`config.mk`:
```
export PLATFORM = sky130hd
export DESIGN_NAME = gn2_fifo
export DESIGN_NICKNAME = d
export VERILOG_FILES = /design/src/gn2_fifo.sv
export SDC_FILE = /design/constraint.sdc
export NUM_CORES = 1
export LEC_CHECK = 0
export BUFFER_PORTS_ARGS = -buffer_cell sky130_fd_sc_hd__buf_2
export CAP_MARGIN = 20
export CELL_PAD_IN_SITES_DETAIL_PLACEMENT = 1
export CELL_PAD_IN_SITES_GLOBAL_PLACEMENT = 1
export CORE_MARGIN = 2
export CORE_UTILIZATION = 45
export DETAILED_ROUTE_END_ITERATION = 8
export PLACE_DENSITY_LB_ADDON = 0.1
export REMOVE_ABC_BUFFERS = 1
export SETUP_SLACK_MARGIN = 0.3
export SLEW_MARGIN = 20
export SYNTH_ARGS = -nofsm -noshare
export SYNTH_HDL_FRONTEND = slang
export SYNTH_SLANG_ARGS = --single-unit
```
`constraint.sdc`:
```
create_clock -name clk -period 1.5 [get_ports clk]
set_input_delay 0.15 -clock clk [delete_from_list [all_inputs] [get_ports clk]]
set_output_delay 0.15 -clock clk [all_outputs]
set_load 0.05 [all_outputs]
```
`src/gn2_fifo.sv`:
```
// gn2_fifo: small register queue with occupancy count
module gn2_fifo #(
	parameter int WIDTH = 8,
	parameter int DEPTH = 4
) (
	input  logic                       clk,
	input  logic                       arst_n,
	input  logic                       push,
	input  logic [WIDTH-1:0]           din,
	input  logic                       pop,
	output logic [WIDTH-1:0]           dout,
	output logic                       empty,
	output logic [$clog2(DEPTH+1)-1:0] count
);

	localparam int AW = $clog2(DEPTH);
	localparam int CW = $clog2(DEPTH + 1);

	logic [WIDTH-1:0] mem_q [DEPTH];
	logic [AW-1:0]    wr_ptr_q;
	logic [AW-1:0]    rd_ptr_q;
	logic [CW-1:0]    count_q;

	// storage
	always_ff @(posedge clk) begin
		if (push) begin
			mem_q[wr_ptr_q] <= din;
		end
	end

	// pointers and count
	always_ff @(posedge clk or negedge arst_n) begin
		if (!arst_n) begin
			wr_ptr_q <= '0;
			rd_ptr_q <= '0;
			count_q  <= '0;
		end else begin
			if (push) begin
				wr_ptr_q <= wr_ptr_q + 1'b1;
			end
			if (pop) begin
				rd_ptr_q <= rd_ptr_q + 1'b1;
			end
			if (push && !pop) begin
				count_q <= count_q + 1'b1;
			end else if (pop && !push) begin
				count_q <= count_q - 1'b1;
			end
		end
	end

	assign dout  = mem_q[rd_ptr_q];
	assign empty = (count_q == '0);
	assign count = count_q;

endmodule

```
==> out/results.ini, run 1 <==
[status]
status = complete, but fails checks
violations = negative setup slack

[global_route]
track_usage = 0.163
antenna_found_initial = 0
overflow = 0
grt_pass1_wl_um = 4680
grt_pass1_vias = 912
grt_max_degree = 13

[cells_and_area]
syn_to_final_growth_pct = 36.1
final_util = 0.633
n_antenna_cell = 0
drive_above_1_share = 0.571
fin_nets = 136

[synthesis]
netlist_area_um2 = 1540
synth_top_cell_by_area = edfxtp_1
netlist_instances = 75
synth_top_area_share = 0.624
synth.distinct_cells = 16
synth_area_per_cell_um2 = 20.5
synth_seq_area_share = 0.738
yosysWarnings = 0
synth-seq-cells = 39
synthTopCellsByArea = edfxtp_1 62%, mux4_2 12%, dfrtp_1 11%

[worst_setup_path]
cp.buffers_inverters = 2
cp_top_family = multiplexers
cp_slowest_stage_delay_ns = 0.51
cp-start-kind = flip-flop
r2r-end = count[2]$_DFFE_PN0P_
crit_cells = 3
r2r_setup_slack_ns = 0.17
crit_required_ns = 1.35
cp-end-kind = primary output
r2r_start = count[1]$_DFFE_PN0P_
cp_slowest_cell = mux4_2
cp_cell_sequence = buf_6 -> mux4_2 -> buf_6
crit_arrival_ns = 1.57
critPathKind = reg2out
reg2reg_depth = 4
path_max_fanout = 4
cpMostUsedCell = buf_6

[sta]
fin_crit_ns = 1.72
worst_pin_slew_ns = 0.437
final_max_slew_viol_count = 0
worst_slack_ns = -0.216
skew_ns = 0.0105
period_share = 1.14
rsz0062_at_grt = true
fin_setup_tns_ns = -1.63
max_freq_ghz = 0.583
setup_viol = 8
slew_headroom = 0.708
hold_viol = 0

[routing]
routed_via_density = 4.87
drc = 0
num_vias = 804
wire_per_inst_um = 16.8
drt_wl_total_um = 2770
ant_nets = 0
firstDrtPassIters = 4
drt_iter0_markers = 17

[clock_network]
cts.sinks = 39
cts-root-buf = clkbuf_4
cts_tree = yes
clock_latency_ns = 0.33
clockBufferDepth = 2
cts_made_buffers = 5
cts-htree-levels = 2
clk_pin_slew_ns = 0.12

[place]
io_buffer_count = 23
gp_congestion = 0.741
dp_hpwl_um = 1860

[min_path]
min_from = din[2]
min_path_type = in2reg
min_path_cells = 1
min_to = mem_q[1][2]$_DFFE_PP_

[floorplan]
core_area_um2 = 3310
dieArea_um2 = 3910
ios = 24
start_util = 0.465
die_x_um = 62.5
dieHeight_um = 62.5
fp-row-count = 21

[flow_run]
max_cap_viol_count = 0

[power]
power_density_nw_per_um2 = 2230
ir_drop_mv = 1.00
p_leak_nw = 0.788

==> routing by layer <==
metal  GRT usage  share of wire
met5           0              0
met4      0.0583         0.0069
met3      0.0450          0.020
met2       0.280           0.56
met1       0.198           0.41
==> worst register-to-register path, cell delays in order, from the launching register on <==
cell and delay, ns:
dfrtp_2 0.46, fa_2 0.37, xor2_1 0.15, nor2_1 0.13, xor2_1 0.15
==> stage by stage <==
step | instances | instance area, um^2 | worst slack [ns] | hold slack [ns] | power (W)
2_1_floorplan | 73 | 1520 | -0.415 | -0.146 | 0.00288
3_3_place_gp | 151 | 1800 | 0.115 | -0.00730 | 0.00342
3_5_place_dp | 151 | 1800 | 0.0428 | -0.00796 | 0.00346
4_1_cts | 162 | 2050 | -0.285 | 0.00265 | 0.00463
5_1_grt | 165 | 2100 | -0.292 | 0.000911 | 0.00492
6_report | 165 | 2100 | -0.216 | 0.0295 | 0.00467
==> area by class of cell <==
| class | instances | area (um^2) |
|---|---|---|
| clock buffers | 5 | 37.5 |
| repair buffers | 38 | 364 |
| clock inverters | 3 | 38.8 |
| flip-flops and latches | 39 | 1140 |
| well taps | 46 | 57.6 |
| multi-input cells | 30 | 438 |
| fillers | 311 | 1210 |
| inverters | 4 | 17.5 |
==> synth_stat cells <==
library cell,n
ha_1,5
o21ai_0,1
mux2_2,1
and2_1,4
dfrtp_1,7
xor2_1,4
nand2_1,2
edfxtp_1,32
inv_1,4
fa_1,1
buf_2,1
nor2_1,1
mux4_2,8
buf_6,1
nor3_1,1
xnor2_1,2
==> registers in the layout, indices dropped and copies added, names as in the netlist <==
name and flops:
count 3, mem_q 32, wr_ptr_q 2, rd_ptr_q 2
==> power by group <==
part	switching, W	internal (W)
logic	0.00123	0.00107
clock network	0.000323	0.000343
registers	0.000232	0.00146
total	0.00179	0.00288
==> worst max-delay path by stage <==
stage                                       start                    to
after floorplan              count[0]$_DFFE_PN0P_                 empty
final                     rd_ptr_q[0]$_DFFE_PN0P_               dout[4]
after global placement                        pop  count[2]$_DFFE_PN0P_
after detailed placement                      pop  count[2]$_DFFE_PN0P_
after CTS                 rd_ptr_q[0]$_DFFE_PN0P_               dout[5]
after global routing      rd_ptr_q[0]$_DFFE_PN0P_               dout[4]
==> cells in the final DEF, fill, tap and decap left out, types with 3 or more instances in the layout <==
cell       n
edfxtp_1  32
buf_6     15
buf_2     11
mux4_2     8
buf_4      6
clkbuf_4   5
dfrtp_2    5
xor2_1     4
and2_4     3
ha_4       3
buf_12     3
==> kinds of logic after synthesis <==
logic type	share of synthesized area
flip-flops	0.738
multiplexers	0.124
adder cells (fa/ha/maj)	0.0536
AO/OA/AOI/OAI	0.00325
AND/OR/NAND/NOR	0.0268
buffers and inverters	0.0203
XOR/XNOR	0.0341
==> repair_timing <==
item,in CTS,in global routing
pin swaps,2,2
hold buffers,1,1
setup buffers,2,2
endpoints found under the hold margin,7,1
endpoints found under the setup margin,43,44
gates resized for setup,44,7
(Power assumes the default switching activity.)
==> run 2, diff against run 1 <==
--- a/config.mk
+++ b/config.mk
@@ -13,9 +13,11 @@
 export CORE_UTILIZATION = 45
 export DETAILED_ROUTE_END_ITERATION = 8
 export PLACE_DENSITY_LB_ADDON = 0.1
+export RECOVER_POWER = 50
 export REMOVE_ABC_BUFFERS = 1
 export SETUP_SLACK_MARGIN = 0.3
 export SLEW_MARGIN = 20
 export SYNTH_ARGS = -nofsm -noshare
 export SYNTH_HDL_FRONTEND = slang
 export SYNTH_SLANG_ARGS = --single-unit
+export TNS_END_PERCENT = 30
==> run 2 against run 1 <==
The run still ends with negative setup slack left. Sequential cell count did not move. First-iteration DRC count fell by 5.9%. Die area did not move. Cell area fell by 1.4%. Global-route usage fell by 0.16 points. Combinational power fell by 2%. Setup slack got worse by 0.011 ns. Sequential share of layout area rose by 0.76 points. Total power fell by 0.97%. Cell count fell by 1.2%. Clock power rose by 0.8%.
==> out/results.ini, run 2 (synthesis results as in run 1) <==
[power]
p_seq_frac = 0.366  ; was 0.363
p_leak_nw = 0.753  ; was 0.788 nW
intPower_w = 0.00284  ; was 0.00288 W
power_density_nw_per_um2 = 2240  ; was 2230 nW/um^2
swShare = 0.386  ; was 0.383
ir_drop_mv = 0.915  ; was 1.00 mV
pwr-share-clk = 0.145  ; was 0.143
comb_power_share = 0.489  ; was 0.494
power_switching_w = 0.00178  ; was 0.00179 W

[place]
placed_area_um2 = 1800  ; unchanged
dp_hpwl_um = 1860  ; unchanged
gp_congestion = 0.741  ; unchanged
io_buffer_count = 23  ; unchanged

[cells_and_area]
n_antenna_cell = 0  ; unchanged
syn_to_final_growth_pct = 34.2  ; was 36.1%
mostFrequentLayoutCells = 32 x edfxtp_1, 15 x buf_6, 9 x clkbuf_1  ; was 32 x edfxtp_1, 15 x buf_6, 11 x buf_2
fin_nets = 134  ; was 136
regMostFlops = mem_q  ; unchanged
largest_reg_flops = 32  ; unchanged
fill_cells = 317  ; was 311
drive_above_1_share = 0.487  ; was 0.571
final_util = 0.624  ; was 0.633
mostFrequentLayoutCell = edfxtp_1  ; unchanged
design_area_um2 = 2070  ; was 2100 um^2

[worst_setup_path]
crit_arrival_ns = 1.58  ; was 1.57 ns
path_max_fanout = 4  ; unchanged
cp-end-kind = primary output  ; unchanged
r2r-end = count[2]$_DFFE_PN0P_  ; unchanged
cp_slowest_stage_delay_ns = 0.51  ; about the same
cp_top_family = multiplexers  ; unchanged
r2r_setup_slack_ns = 0.16  ; was 0.17 ns
r2r_start = count[1]$_DFFE_PN0P_  ; unchanged
cp-start-kind = flip-flop  ; unchanged
cp_cell_sequence = buf_6 -> mux4_2 -> buf_6  ; unchanged
cp.buffers_inverters = 2  ; unchanged
cpMostUsedCell = buf_6  ; unchanged
crit_required_ns = 1.35  ; about the same
cp_slowest_cell = mux4_2  ; unchanged
reg2reg_depth = 4  ; unchanged
critPathKind = reg2out  ; unchanged

[floorplan]
die_x_um = 62.5  ; unchanged
start_util = 0.465  ; unchanged
dieArea_um2 = 3910  ; unchanged
fp-row-count = 21  ; unchanged
ios = 24  ; unchanged
core_area_um2 = 3310  ; unchanged
dieHeight_um = 62.5  ; unchanged

[sta]
max_freq_ghz = 0.579  ; was 0.583 GHz
slew_headroom = 0.706  ; was 0.708
rsz0062_at_grt = true  ; unchanged
fin_crit_ns = 1.73  ; was 1.72 ns
period_share = 1.15  ; was 1.14
worst_slack_ns = -0.227  ; was -0.216 ns
skew_ns = 0.00774  ; was 0.0105 ns
worst_pin_slew_ns = 0.441  ; was 0.437 ns
setup_viol = 8  ; unchanged
hold_viol = 0  ; unchanged
final_max_slew_viol_count = 0  ; unchanged

[clock_network]
cts.sinks = 39  ; unchanged
cts-root-buf = clkbuf_4  ; unchanged
clock_latency_ns = 0.33  ; about the same
cts-htree-levels = 2  ; unchanged
clk_pin_slew_ns = 0.12  ; about the same
clockBufferDepth = 2  ; unchanged
cts_made_buffers = 5  ; unchanged
cts_tree = yes  ; unchanged

[routing]
drt_wl_total_um = 2780  ; was 2770 um
drt_iter0_markers = 16  ; was 17
routed_via_density = 4.96  ; was 4.87
wire_per_inst_um = 17.0  ; was 16.8 um
ant_nets = 0  ; unchanged
drc = 0  ; unchanged
num_vias = 808  ; was 804
firstDrtPassIters = 2  ; was 4

[global_route]
top_usage_layer = met2  ; unchanged
grt_pass1_vias = 898  ; was 912
gr-usage-met2 = 0.278  ; was 0.280
grt_pass1_wl_um = 4620  ; was 4680 um
grt_use_met1 = 0.194  ; was 0.198
antenna_found_initial = 0  ; unchanged
track_usage = 0.161  ; was 0.163
overflow = 0  ; unchanged
grt_max_degree = 13  ; unchanged
use_met3 = 0.0450  ; unchanged

[status]
status = complete, but fails checks  ; unchanged
violations = negative setup slack  ; unchanged

[min_path]
min_path_type = in2reg  ; unchanged
min_to = mem_q[1][2]$_DFFE_PP_  ; unchanged
min_from = din[2]  ; unchanged
min_path_cells = 1  ; unchanged

[flow_run]
max_cap_viol_count = 0  ; unchanged

run 2: changes by cell type in the layout (fill, tap and decap cells not counted), sizes merged:
cell	delta
clkbuf	+9
buf	-11
run 2: worst max path at each step:
stage,startpoint,slack (ns),cells past startpoint,to
after CTS,rd_ptr_q[0]$_DFFE_PN0P_,-0.29,3,dout[5]
final,rd_ptr_q[0]$_DFFE_PN0P_,-0.23,3,dout[4]
after global routing,rd_ptr_q[0]$_DFFE_PN0P_,-0.31,3,dout[4]
after detailed placement,pop,0.04,8,count[2]$_DFFE_PN0P_
after floorplan,count[0]$_DFFE_PN0P_,-0.42,1,empty
after global placement,pop,0.11,8,count[2]$_DFFE_PN0P_
run 2: stage by stage:
step,hold WS (ns),worst slack (ns),cells,total power (W),TNS [ns]
6_report,0.0783,-0.227,163,0.00462,-1.72
5_1_grt,0.0623,-0.307,163,0.00487,-2.27
4_1_cts,0.00265,-0.285,161,0.00459,-2.13
3_5_place_dp,-0.00796,0.0428,151,0.00346,0
3_3_place_gp,-0.00730,0.115,151,0.00342,0
2_1_floorplan,-0.146,-0.415,73,0.00288,-0.491
run 2: area by class of cell:
| cell class | instances | area (um^2) | share of cell area |
|---|---|---|---|
| Sequential cell | 39 | 1140 | 0.553 |
| Multi-Input combinational cell | 30 | 438 | 0.212 |
| Timing Repair Buffer | 36 | 338 | 0.163 |
| Tap cell | 46 | 57.6 | 0.0278 |
| Clock inverter | 3 | 38.8 | 0.0188 |
| Clock buffer | 5 | 37.5 | 0.0182 |
| Inverter | 4 | 15.0 | 0.00726 |
run 2: what timing repair did:
action / in CTS / in global routing
setup endpoints to repair: 43 / 41
setup buffers: 1 / 1
resized for setup: 44 / 6
hold endpoints to repair: 7 / 1
pin swaps: 3 / 4
hold buffers: 1 / 1
run 2: metal layers:
layer | routed length [um] | up-vias
li1 | - | 367
met1 | 1170 | 429
met2 | 1530 | 10
met3 | 56 | 2
met4 | 19 | 0
met5 | 0 | -
run 2: power groups by stage:
| stage | Clock (W) | Combinational [W] | Sequential, W |
|---|---|---|---|
| after CTS | 0.000697 | 0.00221 | 0.00168 |
| after global placement | 0 | 0.00178 | 0.00163 |
| after floorplan | 0 | 0.00108 | 0.00180 |
| after global routing | 0.000742 | 0.00240 | 0.00173 |
| after detailed placement | 0 | 0.00180 | 0.00166 |
| final | 0.000671 | 0.00226 | 0.00169 |
==> run 3, diff against run 2 <==
--- a/config.mk
+++ b/config.mk
@@ -10,7 +10,7 @@
 export CELL_PAD_IN_SITES_DETAIL_PLACEMENT = 1
 export CELL_PAD_IN_SITES_GLOBAL_PLACEMENT = 1
 export CORE_MARGIN = 2
-export CORE_UTILIZATION = 45
+export CORE_UTILIZATION = 42
 export DETAILED_ROUTE_END_ITERATION = 8
 export PLACE_DENSITY_LB_ADDON = 0.1
 export RECOVER_POWER = 50
==> run 3 against run 2 <==
The flow still finishes with violations (negative setup slack). Clock-buffer cell count did not move. Sequential share of layout area fell by 1.8 points. Combinational power barely moved. Sequential power barely moved. Sequential cell count did not move. Cell count rose by 2.5%. Critical path depth did not move. Total power rose by 4.7%. Register-to-register slack got worse by 0.03 ns. Critical path type unchanged. Highest routed layer unchanged.
==> out/results.ini, run 3 (synthesis results as in run 1) <==
[worst_setup_path]
cp_cell_sequence = buf_6 -> mux4_2 -> buf_6  ; unchanged
r2r-end = count[2]$_DFFE_PN0P_  ; unchanged
cp_top_family = multiplexers  ; unchanged
cp-start-kind = flip-flop  ; unchanged
crit_arrival_ns = 1.63  ; was 1.58 ns
path_max_fanout = 3  ; was 4
cp.buffers_inverters = 2  ; unchanged
r2r_setup_slack_ns = 0.13  ; was 0.16 ns
cp_slowest_cell = mux4_2  ; unchanged
r2r_start = count[0]$_DFFE_PN0P_  ; was count[1]$_DFFE_PN0P_
reg2reg_depth = 4  ; unchanged
cp_slowest_stage_delay_ns = 0.53  ; was 0.51 ns
crit_required_ns = 1.35  ; about the same
cp-end-kind = primary output  ; unchanged
critPathKind = reg2out  ; unchanged
cpMostUsedCell = buf_6  ; unchanged

[floorplan]
ios = 24  ; unchanged
dieHeight_um = 64.6  ; was 62.5 um
dieArea_um2 = 4170  ; was 3910 um^2
die_x_um = 64.6  ; was 62.5 um
start_util = 0.451  ; was 0.465
fp-row-count = 21  ; unchanged
core_area_um2 = 3420  ; was 3310 um^2

[sta]
period_share = 1.19  ; was 1.15
hold_ws_ns = 0.0692  ; was 0.0783 ns
max_freq_ghz = 0.561  ; was 0.579 GHz
fin_crit_ns = 1.78  ; was 1.73 ns
slew_headroom = 0.717  ; was 0.706
worst_slack_ns = -0.283  ; was -0.227 ns
final_max_slew_viol_count = 0  ; unchanged
worst_pin_slew_ns = 0.424  ; was 0.441 ns
setup_viol = 8  ; unchanged
skew_ns = 0.00822  ; was 0.00774 ns
rsz0062_at_grt = true  ; unchanged
hold_viol = 0  ; unchanged

[clock_network]
clock_latency_ns = 0.34  ; was 0.33 ns
cts_made_buffers = 5  ; unchanged
cts-root-buf = clkbuf_4  ; unchanged
cts-htree-levels = 2  ; unchanged
clk_pin_slew_ns = 0.13  ; was 0.12 ns
clockBufferDepth = 2  ; unchanged
cts.sinks = 39  ; unchanged
cts_tree = yes  ; unchanged

[global_route]
antenna_found_initial = 0  ; unchanged
track_usage = 0.157  ; was 0.161
grt_max_degree = 14  ; was 13
overflow = 0  ; unchanged
grt_pass1_vias = 908  ; was 898
grt_pass1_wl_um = 4630  ; was 4620 um

[min_path]
min_path_type = in2reg  ; unchanged
min_from = din[0]  ; was din[2]
min_path_cells = 1  ; unchanged
min_to = mem_q[2][0]$_DFFE_PP_  ; was mem_q[1][2]$_DFFE_PP_

[routing]
drt_iter0_markers = 10  ; was 16
wire_per_inst_um = 16.8  ; was 17.0 um
drt_wl_total_um = 2800  ; was 2780 um
routed_via_density = 4.75  ; was 4.96
firstDrtPassIters = 2  ; unchanged
drc = 0  ; unchanged
num_vias = 794  ; was 808
ant_nets = 0  ; unchanged

[power]
p_seq_frac = 0.354  ; was 0.366
p_leak_nw = 0.781  ; was 0.753 nW
comb_power_share = 0.466  ; was 0.489
ir_drop_mv = 1.60  ; was 0.915 mV
power_switching_w = 0.00183  ; was 0.00178 W
intPower_w = 0.00301  ; was 0.00284 W
power_density_nw_per_um2 = 2270  ; was 2240 nW/um^2
pwr-share-clk = 0.179  ; was 0.145
swShare = 0.378  ; was 0.386

[cells_and_area]
syn_to_final_growth_pct = 38.7  ; was 34.2%
regMostFlops = mem_q  ; unchanged
largest_reg_flops = 32  ; unchanged
fill_cells = 316  ; was 317
n_antenna_cell = 0  ; unchanged
mostFrequentLayoutCell = edfxtp_1  ; unchanged
design_area_um2 = 2140  ; was 2070 um^2
mostFrequentLayoutCells = 32 x edfxtp_1, 16 x buf_6, 9 x clkbuf_1  ; was 32 x edfxtp_1, 15 x buf_6, 9 x clkbuf_1
drive_above_1_share = 0.488  ; was 0.487
fin_nets = 138  ; was 134

[status]
status = complete, but fails checks  ; unchanged
violations = negative setup slack  ; unchanged

[place]
gp_congestion = 0.714  ; was 0.741
io_buffer_count = 23  ; unchanged
pre_cts_slack_ns = 0.0229  ; was 0.0428 ns
dp_hpwl_um = 1910  ; was 1860 um
placed_area_um2 = 1770  ; was 1800 um^2

[flow_run]
max_cap_viol_count = 0  ; unchanged

run 3: cell types whose count changed in the layout (fill, tap and decap cells not counted), moves of 2 or more:
cell and change:
inv_2 -2, buf_12 -2, inv_4 +2, dlygate4sd3_1 +3
run 3: how the worst max path moves through the flow:
stage | endpoint | startpoint | cells past startpoint | slack (ns)
6_report | dout[4] | rd_ptr_q[0]$_DFFE_PN0P_ | 3 | -0.28
5_1_grt | dout[0] | rd_ptr_q[0]$_DFFE_PN0P_ | 3 | -0.35
4_1_cts | dout[6] | rd_ptr_q[0]$_DFFE_PN0P_ | 3 | -0.29
3_5_place_dp | dout[6] | rd_ptr_q[0]$_DFFE_PN0P_ | 3 | 0.02
3_3_place_gp | dout[2] | rd_ptr_q[0]$_DFFE_PN0P_ | 3 | 0.07
2_1_floorplan | empty | count[0]$_DFFE_PN0P_ | 1 | -0.42
run 3: area by class of cell:
class	instances	area [um^2]	share of cell area
sequential	39	1140	0.534
clock buffer	5	37.5	0.0176
clock inverter	3	67.6	0.0316
tap	46	57.6	0.0269
multi-input combinational	30	450	0.211
timing repair buffer	40	362	0.169
inverter	4	20.0	0.00937
run 3: repair_timing:
item | in CTS | in global routing
pin swaps | 6 | 5
setup endpoints to repair | 43 | 39
buffers inserted | 2 | 2
hold endpoints to repair | 18 | 0
hold buffers | 5 | 0
gates resized for setup | 45 | 12
run 3: through the flow:
stage                     instances  setup TNS, ns   util  total power, W
after floorplan                  73         -0.491      -         0.00288
after global placement          150              0  0.518         0.00333
after detailed placement        150              0  0.518         0.00338
after CTS                       165          -2.23  0.607         0.00470
after global routing            167          -2.65  0.625         0.00508
final                           167          -2.13  0.625         0.00484
run 3: power groups by stage:
stage	combinational, W	sequential [W]	clock, W
2_1_floorplan	0.00108	0.00180	0
3_3_place_gp	0.00168	0.00165	0
3_5_place_dp	0.00171	0.00168	0
4_1_cts	0.00213	0.00168	0.000892
5_1_grt	0.00240	0.00175	0.000926
6_report	0.00226	0.00171	0.000868
run 3: worst register-to-register path, cell delays in order (launching register included):
cell	delay, ns
dfrtp_1	0.48
fa_2	0.37
xor2_1	0.15
nor2_1	0.14
xor2_1	0.16
run 3: per-layer routing:
metal,share of wire,vias up,global-route usage
met3,0.043,6,0.0469
met1,0.41,393,0.188
met4,0.022,0,0.0771
met2,0.52,21,0.259
li1,-,374,-
met5,0,-,0
